`src/hw/rtl/htb_pkg.sv`:
```
// Shared constants, codes and control types of the Huffman tree builder.
// Used by the controller, the datapath and the top level.
package htb_pkg;

  // Table geometry: leaves 0..255, internal nodes 256..510.
  localparam int NODE_SLOTS     = 511;
  localparam int LEAF_COUNT     = 256;
  localparam int IDX_W          = 9;
  localparam int NEWLINE_BYTE   = 10;
  localparam int COUNT_BITS_DEF = 32;

  // Configuration register map.
  localparam int          PADDR_W       = 3;
  localparam logic [2:0]  CFG_ADDR_DROP = 3'd0;

  // Input actions.
  typedef enum logic [1:0] {
    ACT_CLEAR = 2'd0,
    ACT_COUNT = 2'd1,
    ACT_BUILD = 2'd2,
    ACT_READ  = 2'd3
  } action_e;

  // Per-cycle datapath operations issued by the controller.
  typedef enum logic [3:0] {
    OP_NONE,
    OP_ACCEPT,
    OP_CLR,
    OP_CNT_WR,
    OP_OUT_READ,
    OP_BCLR,
    OP_LEAF_RD,
    OP_LEAF_WR,
    OP_SCAN_INIT,
    OP_SCAN,
    OP_TAKE_A,
    OP_TAKE_B,
    OP_MAKE,
    OP_OUT_BUILD
  } dp_op_e;

  typedef struct packed {
    dp_op_e      op;
    logic [1:0]  action;
  } cmd_t;

  typedef struct packed {
    logic k_last;
    logic leaf_last;
    logic scan_done;
    logic i_last;
    logic out_free;
  } status_t;

endpackage

```
`src/hw/rtl/htb_ctrl.sv`:
```
// Controller state machine of the Huffman tree builder.
// Depends on htb_pkg; drives the datapath through cmd_t and reads status_t.
module htb_ctrl (
  input  logic              clk_i,
  input  logic              rst_ni,
  input  logic              in_valid_i,
  input  logic [1:0]        in_action_i,
  output logic              in_ready_o,
  input  htb_pkg::status_t  st_i,
  output htb_pkg::cmd_t     cmd_o
);

  localparam logic [3:0] S_CLR   = 4'd0;
  localparam logic [3:0] S_IDLE  = 4'd1;
  localparam logic [3:0] S_CNT   = 4'd2;
  localparam logic [3:0] S_RDR   = 4'd3;
  localparam logic [3:0] S_BCLR  = 4'd4;
  localparam logic [3:0] S_LRD   = 4'd5;
  localparam logic [3:0] S_LWR   = 4'd6;
  localparam logic [3:0] S_INIT1 = 4'd7;
  localparam logic [3:0] S_SCAN1 = 4'd8;
  localparam logic [3:0] S_TAKE1 = 4'd9;
  localparam logic [3:0] S_INIT2 = 4'd10;
  localparam logic [3:0] S_SCAN2 = 4'd11;
  localparam logic [3:0] S_TAKE2 = 4'd12;
  localparam logic [3:0] S_MAKE  = 4'd13;
  localparam logic [3:0] S_BOUT  = 4'd14;

  logic [3:0] state_q, state_d;

  // Next state and the datapath operation for this cycle.
  always_comb begin
    state_d      = state_q;
    cmd_o.op     = htb_pkg::OP_NONE;
    cmd_o.action = in_action_i;
    in_ready_o   = 1'b0;
    case (state_q)
      S_CLR: begin
        cmd_o.op = htb_pkg::OP_CLR;
        if (st_i.k_last) state_d = S_IDLE;
      end
      S_IDLE: begin
        in_ready_o = 1'b1;
        if (in_valid_i) begin
          cmd_o.op = htb_pkg::OP_ACCEPT;
          case (in_action_i)
            htb_pkg::ACT_CLEAR: state_d = S_CLR;
            htb_pkg::ACT_COUNT: state_d = S_CNT;
            htb_pkg::ACT_BUILD: state_d = S_BCLR;
            default:            state_d = S_RDR;
          endcase
        end
      end
      S_CNT: begin
        cmd_o.op = htb_pkg::OP_CNT_WR;
        state_d  = S_IDLE;
      end
      S_RDR: begin
        if (st_i.out_free) begin
          cmd_o.op = htb_pkg::OP_OUT_READ;
          state_d  = S_IDLE;
        end
      end
      S_BCLR: begin
        cmd_o.op = htb_pkg::OP_BCLR;
        if (st_i.k_last) state_d = S_LRD;
      end
      S_LRD: begin
        cmd_o.op = htb_pkg::OP_LEAF_RD;
        state_d  = S_LWR;
      end
      S_LWR: begin
        cmd_o.op = htb_pkg::OP_LEAF_WR;
        state_d  = st_i.leaf_last ? S_INIT1 : S_LRD;
      end
      S_INIT1: begin
        cmd_o.op = htb_pkg::OP_SCAN_INIT;
        state_d  = S_SCAN1;
      end
      S_SCAN1: begin
        cmd_o.op = htb_pkg::OP_SCAN;
        if (st_i.scan_done) state_d = S_TAKE1;
      end
      S_TAKE1: begin
        cmd_o.op = htb_pkg::OP_TAKE_A;
        state_d  = S_INIT2;
      end
      S_INIT2: begin
        cmd_o.op = htb_pkg::OP_SCAN_INIT;
        state_d  = S_SCAN2;
      end
      S_SCAN2: begin
        cmd_o.op = htb_pkg::OP_SCAN;
        if (st_i.scan_done) state_d = S_TAKE2;
      end
      S_TAKE2: begin
        cmd_o.op = htb_pkg::OP_TAKE_B;
        state_d  = S_MAKE;
      end
      S_MAKE: begin
        cmd_o.op = htb_pkg::OP_MAKE;
        state_d  = st_i.i_last ? S_BOUT : S_INIT1;
      end
      S_BOUT: begin
        if (st_i.out_free) begin
          cmd_o.op = htb_pkg::OP_OUT_BUILD;
          state_d  = S_IDLE;
        end
      end
      default: state_d = S_IDLE;
    endcase
  end

  // Reset starts with a sweep that zeroes the node table.
  always_ff @(posedge clk_i or negedge rst_ni) begin
    if (!rst_ni) begin
      state_q <= S_CLR;
    end else begin
      state_q <= state_d;
    end
  end

endmodule

```
`config.mk`:
```
export PLATFORM = sky130hd
export DESIGN_NAME = htb_ctrl
export DESIGN_NICKNAME = d
export VERILOG_FILES = /design/src/hw/rtl/htb_pkg.sv /design/src/hw/rtl/htb_ctrl.sv
export SDC_FILE = /design/constraint.sdc
export NUM_CORES = 1
export LEC_CHECK = 0
export BUFFER_PORTS_ARGS = -buffer_cell sky130_fd_sc_hd__buf_2
export CORE_AREA = 2 2 39 41
export CTS_BUF_LIST = sky130_fd_sc_hd__clkbuf_4 sky130_fd_sc_hd__clkbuf_8 sky130_fd_sc_hd__clkbuf_16
export DETAILED_ROUTE_END_ITERATION = 12
export DIE_AREA = 0 0 41 43
export SLEW_MARGIN = 25
export SYNTH_ARGS = -nofsm -noshare
export SYNTH_HDL_FRONTEND = slang
export SYNTH_SLANG_ARGS = --single-unit
```
`constraint.sdc`:
```
create_clock -name clk_i -period 2.15 [get_ports clk_i]
set_input_delay 0.215 -clock clk_i [delete_from_list [all_inputs] [get_ports clk_i]]
set_output_delay 0.215 -clock clk_i [all_outputs]
set_load 0.005 [all_outputs]
```
==> After elaboration in Yosys (flattened, before gate mapping) <==
Cells that the tools add are included.
Widths: inputs -> output; s select.
{ "word_totals": {"regBits": 4, "mem_count": 0, "ram_bits": 0, "rom_bits": 0, "latchBits": 0, "out_inout_bits": 7, "word_cells": 44} }
{ "classes": {"multipliers": 0, "reduce_logical": 6, "mux": 15, "eq_ne": 22, "n_bitwise": 0, "shift": 0, "order_cmp": 0, "n_addsub": 0, "div": 0} }
{ "op_table": {"columns": ["op", "count"], "rows": [
  ["$pmux 4 s13", 2],
  ["$mux 4", 8],
  ["$eq 4x4->1 const B", 7],
  ["$eq 4x3->1 const B", 4],
  ["$ne 2x2->1 const B", 5],
  ["$pmux 3 s3", 1],
  ["$eq 4x2->1 const B", 2],
  ["$reduce_and 6->1", 1],
  ["$reduce_or 2->1", 3],
  ["$eq 4x1->1 const B", 1],
  ["$logic_not 4->1", 1],
  ["$mux 3", 1],
  ["$eq 2x1->1 const B", 1],
  ["$eq 2x2->1 const B", 1],
  ["$logic_not 2->1", 1],
  ["$mux 1", 2],
  ["$mux 2", 1],
  ["$ne 2x1->1 const B", 1]
]} }

==> Longest topological paths before layout <==
Gate-level depths: netlist of the first run.
{ "depth": {"word_depth": 4, "mapped_depth": 6, "ltp_nobuf": 4} }

==> Worst setup path after synthesis of the first run <==
No wires, ideal clock.
{ "synth_path": {"kind": "register to register", "from": "reg state_q[3]", "to": "reg state_q[2]", "slack_ns": 0.568, "t_arrival_ns": 1.461, "stages_incl_launch_ff": 6, "cell_sequence": "dfrtp_1 buf_6 mux2_4 o32a_4 o311a_4 a22o_1"} }
{ "synth_via": {"elab_chain_cells": 4} }
{ "synth_lines": {"columns": ["element", "line_no", "rtl"], "rows": [
  ["start, declared", "htb_ctrl.sv:29", "logic [3:0] state_q, state_d;"],
  ["start signal, assigned", "htb_ctrl.sv:119", "state_q <= state_d;"],
  ["$eq 4x4->1 or $eq 4x2->1 (tied branches)", "htb_ctrl.sv:37", "case (state_q)"],
  ["$reduce_or 2->1 (no line)", null, null],
  ["$ne 2x1->1 (no line)", null, null],
  ["$reduce_and 6->1 (no line)", null, null]
]} }
Several ways; a longest one is shown, not always the timed one.
A chain may end at the register's enable or synchronous reset.

==> flow_summary.ini, run 1 <==
[synth]
yosysWarnings = 0
syn_area_per_cell_um2 = 7.75
synthArstFlopShare_pct = 100
synth-seq-cells = 4
synth_edf_count = 0
seq_area_frac_synth_pct = 20.5
syn_inst = 63
syn_nets = 73
ys.flop_type = dfrtp_1
synth_area_um2 = 488
synth.distinct_cells = 30

[sta]
finalHoldViolations = 0
finalSetupTns_ps = 0
worstMarginPinSlew_ps = 473
max_freq_mhz = 515
rsz0062_at_grt = no
setup-violations-final = 0
fin_hold_ws_ps = 314
fin_crit_sh_pct = 90.3
setup_slack_ps = 209
slew_headroom_pct = 68.4
drv_slew = 0
timing.final.crit_period_ps = 1940
clock_skew_ps = 1.93

[job]
maxCapViolCount = 0

[cells_and_area]
largest_reg_flops = 4
top_regs = state_q: 4 flops
diodes = 0
area_growth_pct = 21.0
nets = 89
final_layout_size_suffix_gt1_share_pct = 33.8
largest-register = state_q

[global_route]
first_global_vias = 485
grt_pass1_wl_um = 2150
antenna_found_initial = 0
grt_util_all_layers_pct = 17.8
grt_max_degree = 16
grt-ovfl-total = 0

[cts]
root_buffer = clkbuf_4
path_clk_slew_ps = 40
clkSinkCount = 4
cts_resized = 0
htree_levels = 1
clockBufferDepth = 2
clock_latency_ps = 230
cts_buffers = 3
postCtsSetupRepairBufs = 0
cts_tree = yes

[detailed_routing]
viasPerCell = 5.65
post-route-drc-count = 0
detail_route.wirelength_um = 1260
drt_iter0_drc = 7
vias = 525
wl_per_cell_um = 13.5
first_pass_iters = 4
final_antenna_net_count = 0

[critical_path]
crit_path_end_kind = primary output
arrival_ps = 1730
critical_path.startpoint = state_q[2]
cp.required_ps = 1930
endpoint = cmd_o[3]
r2r-start = state_q[2]
cp-start-kind = flip-flop
r2r_end = state_q[2]
path_class = flip-flop to primary output
rr_worst_depth = 5
crit_fanout = 15
reg2reg_slack_ps = 470

[floorplan]
die-area_um2 = 1760
die_y_um = 43
rows = 14
pin_count = 17
chipWidth_um = 41
initial_core_util_pct = 35.3
core_region_area_um2 = 1380

[placed_design]
place_congestion = 0.796
hpwl_um = 930
pre_cts_slack_ps = 464
io_buffers = 16

[power]
cellLeakagePower_nw = 0.275
powerDensity_nw_per_um2 = 1430
vdd_ir_drop_max_v = 0.000526

[hold_path]
hold_path_class = input port to async pin

[status]
outcome = completed
-- cells in the mapped netlist, drive strengths merged (2+ instances only) --
master	instances	area (um^2)
a32o	2	20.0
dfrtp	4	100
a21oi	7	35.0
o211ai	2	15.0
clkbuf	5	18.8
or2	2	12.5
nor2	3	11.3
nand2	5	18.8
nor2b	3	18.8
inv	5	18.8
buf	3	26.3
o21ai	5	25.0
-- final cells by class --
type                       count  area (um^2)
clock buffer                   3         22.5
fill                         151          793
tap                           16         20.0
timing repair buffer          19          105
inverter                       5         18.8
multi-input combinational     46          324
sequential                     4          100
-- worst min path at each step --
| stage | startpoint | end | depth (start not counted) |
|---|---|---|---|
| floorplan | rst_ni | state_q[0] | 0 |
| global placement | rst_ni | state_q[1] | 1 |
| detailed placement | rst_ni | state_q[1] | 1 |
| CTS | rst_ni | state_q[0] | 2 |
| global route | rst_ni | state_q[3] | 2 |
| finish | rst_ni | state_q[0] | 2 |
-- timing repair --
| item | 4_1_cts | 5_1_grt |
|---|---|---|
| setup endpoints to repair | 0 | 0 |
| hold buffers | 1 | 0 |
| hold endpoints to repair | 4 | 0 |
-- per-layer routing --
metal / track usage, % / up-vias / share of wire [%]
met5: 0 / - / 0
met4: 4.00 / 0 / 0
met3: 4.71 / 0 / 5.3
met2: 25.0 / 17 / 48
met1: 26.4 / 241 / 47
li1: - / 267 / -
-- placed cells by master, fill, tap and decap left out --
| master | count |
|---|---|
| a21oi_1 | 7 |
| a221oi_1 | 1 |
| a22o_1 | 1 |
| a22oi_1 | 1 |
| a31oi_1 | 1 |
| a32o_1 | 2 |
| and3_1 | 1 |
| buf_2 | 16 |
| buf_4 | 2 |
| clkbuf_4 | 3 |
| dfrtp_1 | 4 |
| dlygate4sd3_1 | 1 |
| inv_1 | 5 |
| mux2_4 | 1 |
| nand2_1 | 5 |
| nand3_1 | 1 |
| nand4bb_1 | 1 |
| nor2_1 | 3 |
| nor2b_1 | 3 |
| nor3b_1 | 1 |
| nor4_1 | 1 |
| o211ai_1 | 2 |
| o21a_1 | 1 |
| o21ai_0 | 5 |
| o21bai_1 | 1 |
| o221ai_1 | 1 |
| o311a_4 | 1 |
| o32a_4 | 1 |
| o32ai_1 | 1 |
| o41ai_1 | 1 |
| or2_2 | 2 |
-- where the power goes --
part / switching (W) / internal, W / total [W] / leakage (nW)
logic: 0.000243 / 0.000274 / 0.000516 / 0.212
clock network: 0.0000316 / 0.0000625 / 0.0000941 / 0.0138
registers: 0.000122 / 0.000110 / 0.000232 / 0.0492
-- logic make-up after synthesis --
kind of cell,share of synthesized area (%)
simple gates,20.0
mux,3.08
buf+inv,13.1
flops,20.5
compound gates,43.3
-- per-stage QoR --
stage	area [um^2]	utilization [%]	power [W]	std cells
floorplan	488	-	0.000599	63
global placement	558	40.3	0.000745	89
detailed placement	558	40.3	0.000747	89
CTS	591	42.7	0.000846	93
global route	591	42.7	0.000927	93
finish	591	42.7	0.000842	93
-- worst max-delay path: stages, from the launching register on --
cell,delay (ps)
dfrtp_1,610
nor2b_1,140
or2_2,330
a21oi_1,160
o32ai_1,100
buf_2,150
(Power assumes the default switching activity.)
==> run 2: changes to the inputs <==
clock period = 2.11 ns   (was 2.15 ns; I/O delays follow)
==> run 2 against run 1 <==
  * Wire length fell by 0.79%
  * Worst setup slack worse by 15 ps
  * Via count is 4.4% higher
  * Global-route usage fell by 1.6 points
  * Register-to-register slack lost 20 ps
  * Utilization increased by 0.54 points
  * Non-clock buffer count increased by 1
  * Critical path type unchanged
  * Clock-buffer cell count did not move
  * Total power is 3.1% higher
  * Die area unchanged
  * Flip-flop and latch count is the same
==> flow_summary.ini, run 2 (synthesized netlist as in run 1, its figures left out) <==
[critical_path]
crit_fanout = 11
path_class = flip-flop to primary output
slowest_delay_ps = 460
crit_chain = buf_4, or2_2, a221oi_1, a21oi_1, buf_2
crit_path_end_kind = primary output
cp.required_ps = 1900
rr_worst_depth = 4
cp-start-kind = flip-flop
slowest_stage = dfrtp_1
arrival_ps = 1710

[sta]
clock_skew_ps = 5.94
timing.final.crit_period_ps = 1920
finalSetupTns_ps = 0
max_freq_mhz = 522
worstMarginPinSlew_ps = 445
fin_crit_sh_pct = 90.8
drv_slew = 0
rsz0062_at_grt = no
setup-violations-final = 0
slew_headroom_pct = 70.4
finalHoldViolations = 0

[cts]
clock_latency_ps = 230
htree_levels = 1
cts_resized = 0
hold_buffers = 1
clkSinkCount = 4
cts_buffers = 3
path_clk_slew_ps = 40
clockBufferDepth = 2
cts_tree = yes
root_buffer = clkbuf_4
postCtsSetupRepairBufs = 0

[cells_and_area]
final_layout_size_suffix_gt1_share_pct = 34.6
top_regs = state_q: 4 flops
largest-register = state_q
final_cell_mix = 16 x buf_2, 7 x a21oi_1, 5 x inv_1, 5 x nand2_1, 5 x o21ai_0
area_growth_pct = 22.6
final_common_cell = buf_2
diodes = 0
largest_reg_flops = 4
final_area_um2 = 598
nets = 90

[floorplan]
core_region_area_um2 = 1380
chipWidth_um = 41
die_y_um = 43
pin_count = 17
die-area_um2 = 1760
initial_core_util_pct = 35.3
rows = 14

[power]
cellLeakagePower_nw = 0.279
vdd_ir_drop_max_v = 0.000529
powerDensity_nw_per_um2 = 1450

[detailed_routing]
detail_route.wirelength_um = 1250
vias = 548
final_antenna_net_count = 0
drt_iter0_drc = 10
viasPerCell = 5.83
post-route-drc-count = 0
wl_per_cell_um = 13.3
first_pass_iters = 4

[placed_design]
place_congestion = 0.819
io_buffers = 16
dpl_cell_area_um2 = 566
hpwl_um = 946

[status]
outcome = completed

[hold_path]
hold_path_class = input port to async pin

[global_route]
antenna_found_initial = 0
grt_pass1_wl_um = 2020
grt-ovfl-total = 0
grt_util_all_layers_pct = 16.2
grt_max_degree = 15
first_global_vias = 477

[job]
maxCapViolCount = 0
run 2: cell count changes in the layout (fill, tap and decap cells not counted):
cell and change:
buf_4 +1
run 2: path summary, 6_finish.rpt:
path / start / slack, ps / end
setup / recovery: state_q[3] / 190 / cmd_o[2]
hold / removal: rst_ni / 310 / state_q[2]
setup reg to reg: state_q[3] / 450 / state_q[2]
hold reg to reg: state_q[3] / 810 / state_q[2]
max in group asynchronous: rst_ni / 1670 / state_q[3]
min in group clk_i: st_i[3] / 340 / state_q[1]
run 2: routing by layer:
metal | vias up | part of all wire [%] | GRT usage (%) | routed length [um]
met2 | 16 | 53 | 25.9 | 661
li1 | 264 | - | - | -
met1 | 268 | 43 | 22.2 | 540
met3 | 0 | 3.8 | 1.57 | 47
met4 | 0 | 0 | 4.00 | 0
met5 | - | 0 | 0 | 0
run 2: per-stage QoR:
stage               setup slack (ps)  cells  power (W)  hold WS [ps]  util, %
finish                           194     94   0.000869           313     43.2
global route                    66.3     94   0.000948           331     43.2
CTS                              178     94   0.000876           302     43.2
detailed placement               434     90   0.000769          21.2     40.9
global placement                 430     90   0.000772          17.5     40.9
floorplan                        528     63   0.000610         -84.6        -
run 2: worst max-delay path: cells and delay by family, from the launching register on:
kind	cells	cell delay, ps
AND/OR/NAND/NOR	1	320
buffers and inverters	2	340
flip-flops	1	460
AO/OA/AOI/OAI	2	350
run 2: cell type report:
class	count	area [um^2]
fill	155	786
timing repair buffer	20	113
inverter	5	18.8
sequential	4	100
multi-input combinational	46	324
tap	16	20.0
clock buffer	3	22.5
run 2: power by group:
part | switching, W | internal [W] | total [W]
sequential | 0.000106 | 0.000112 | 0.000218
combinational | 0.000266 | 0.000290 | 0.000556
clock | 0.0000304 | 0.0000636 | 0.0000940
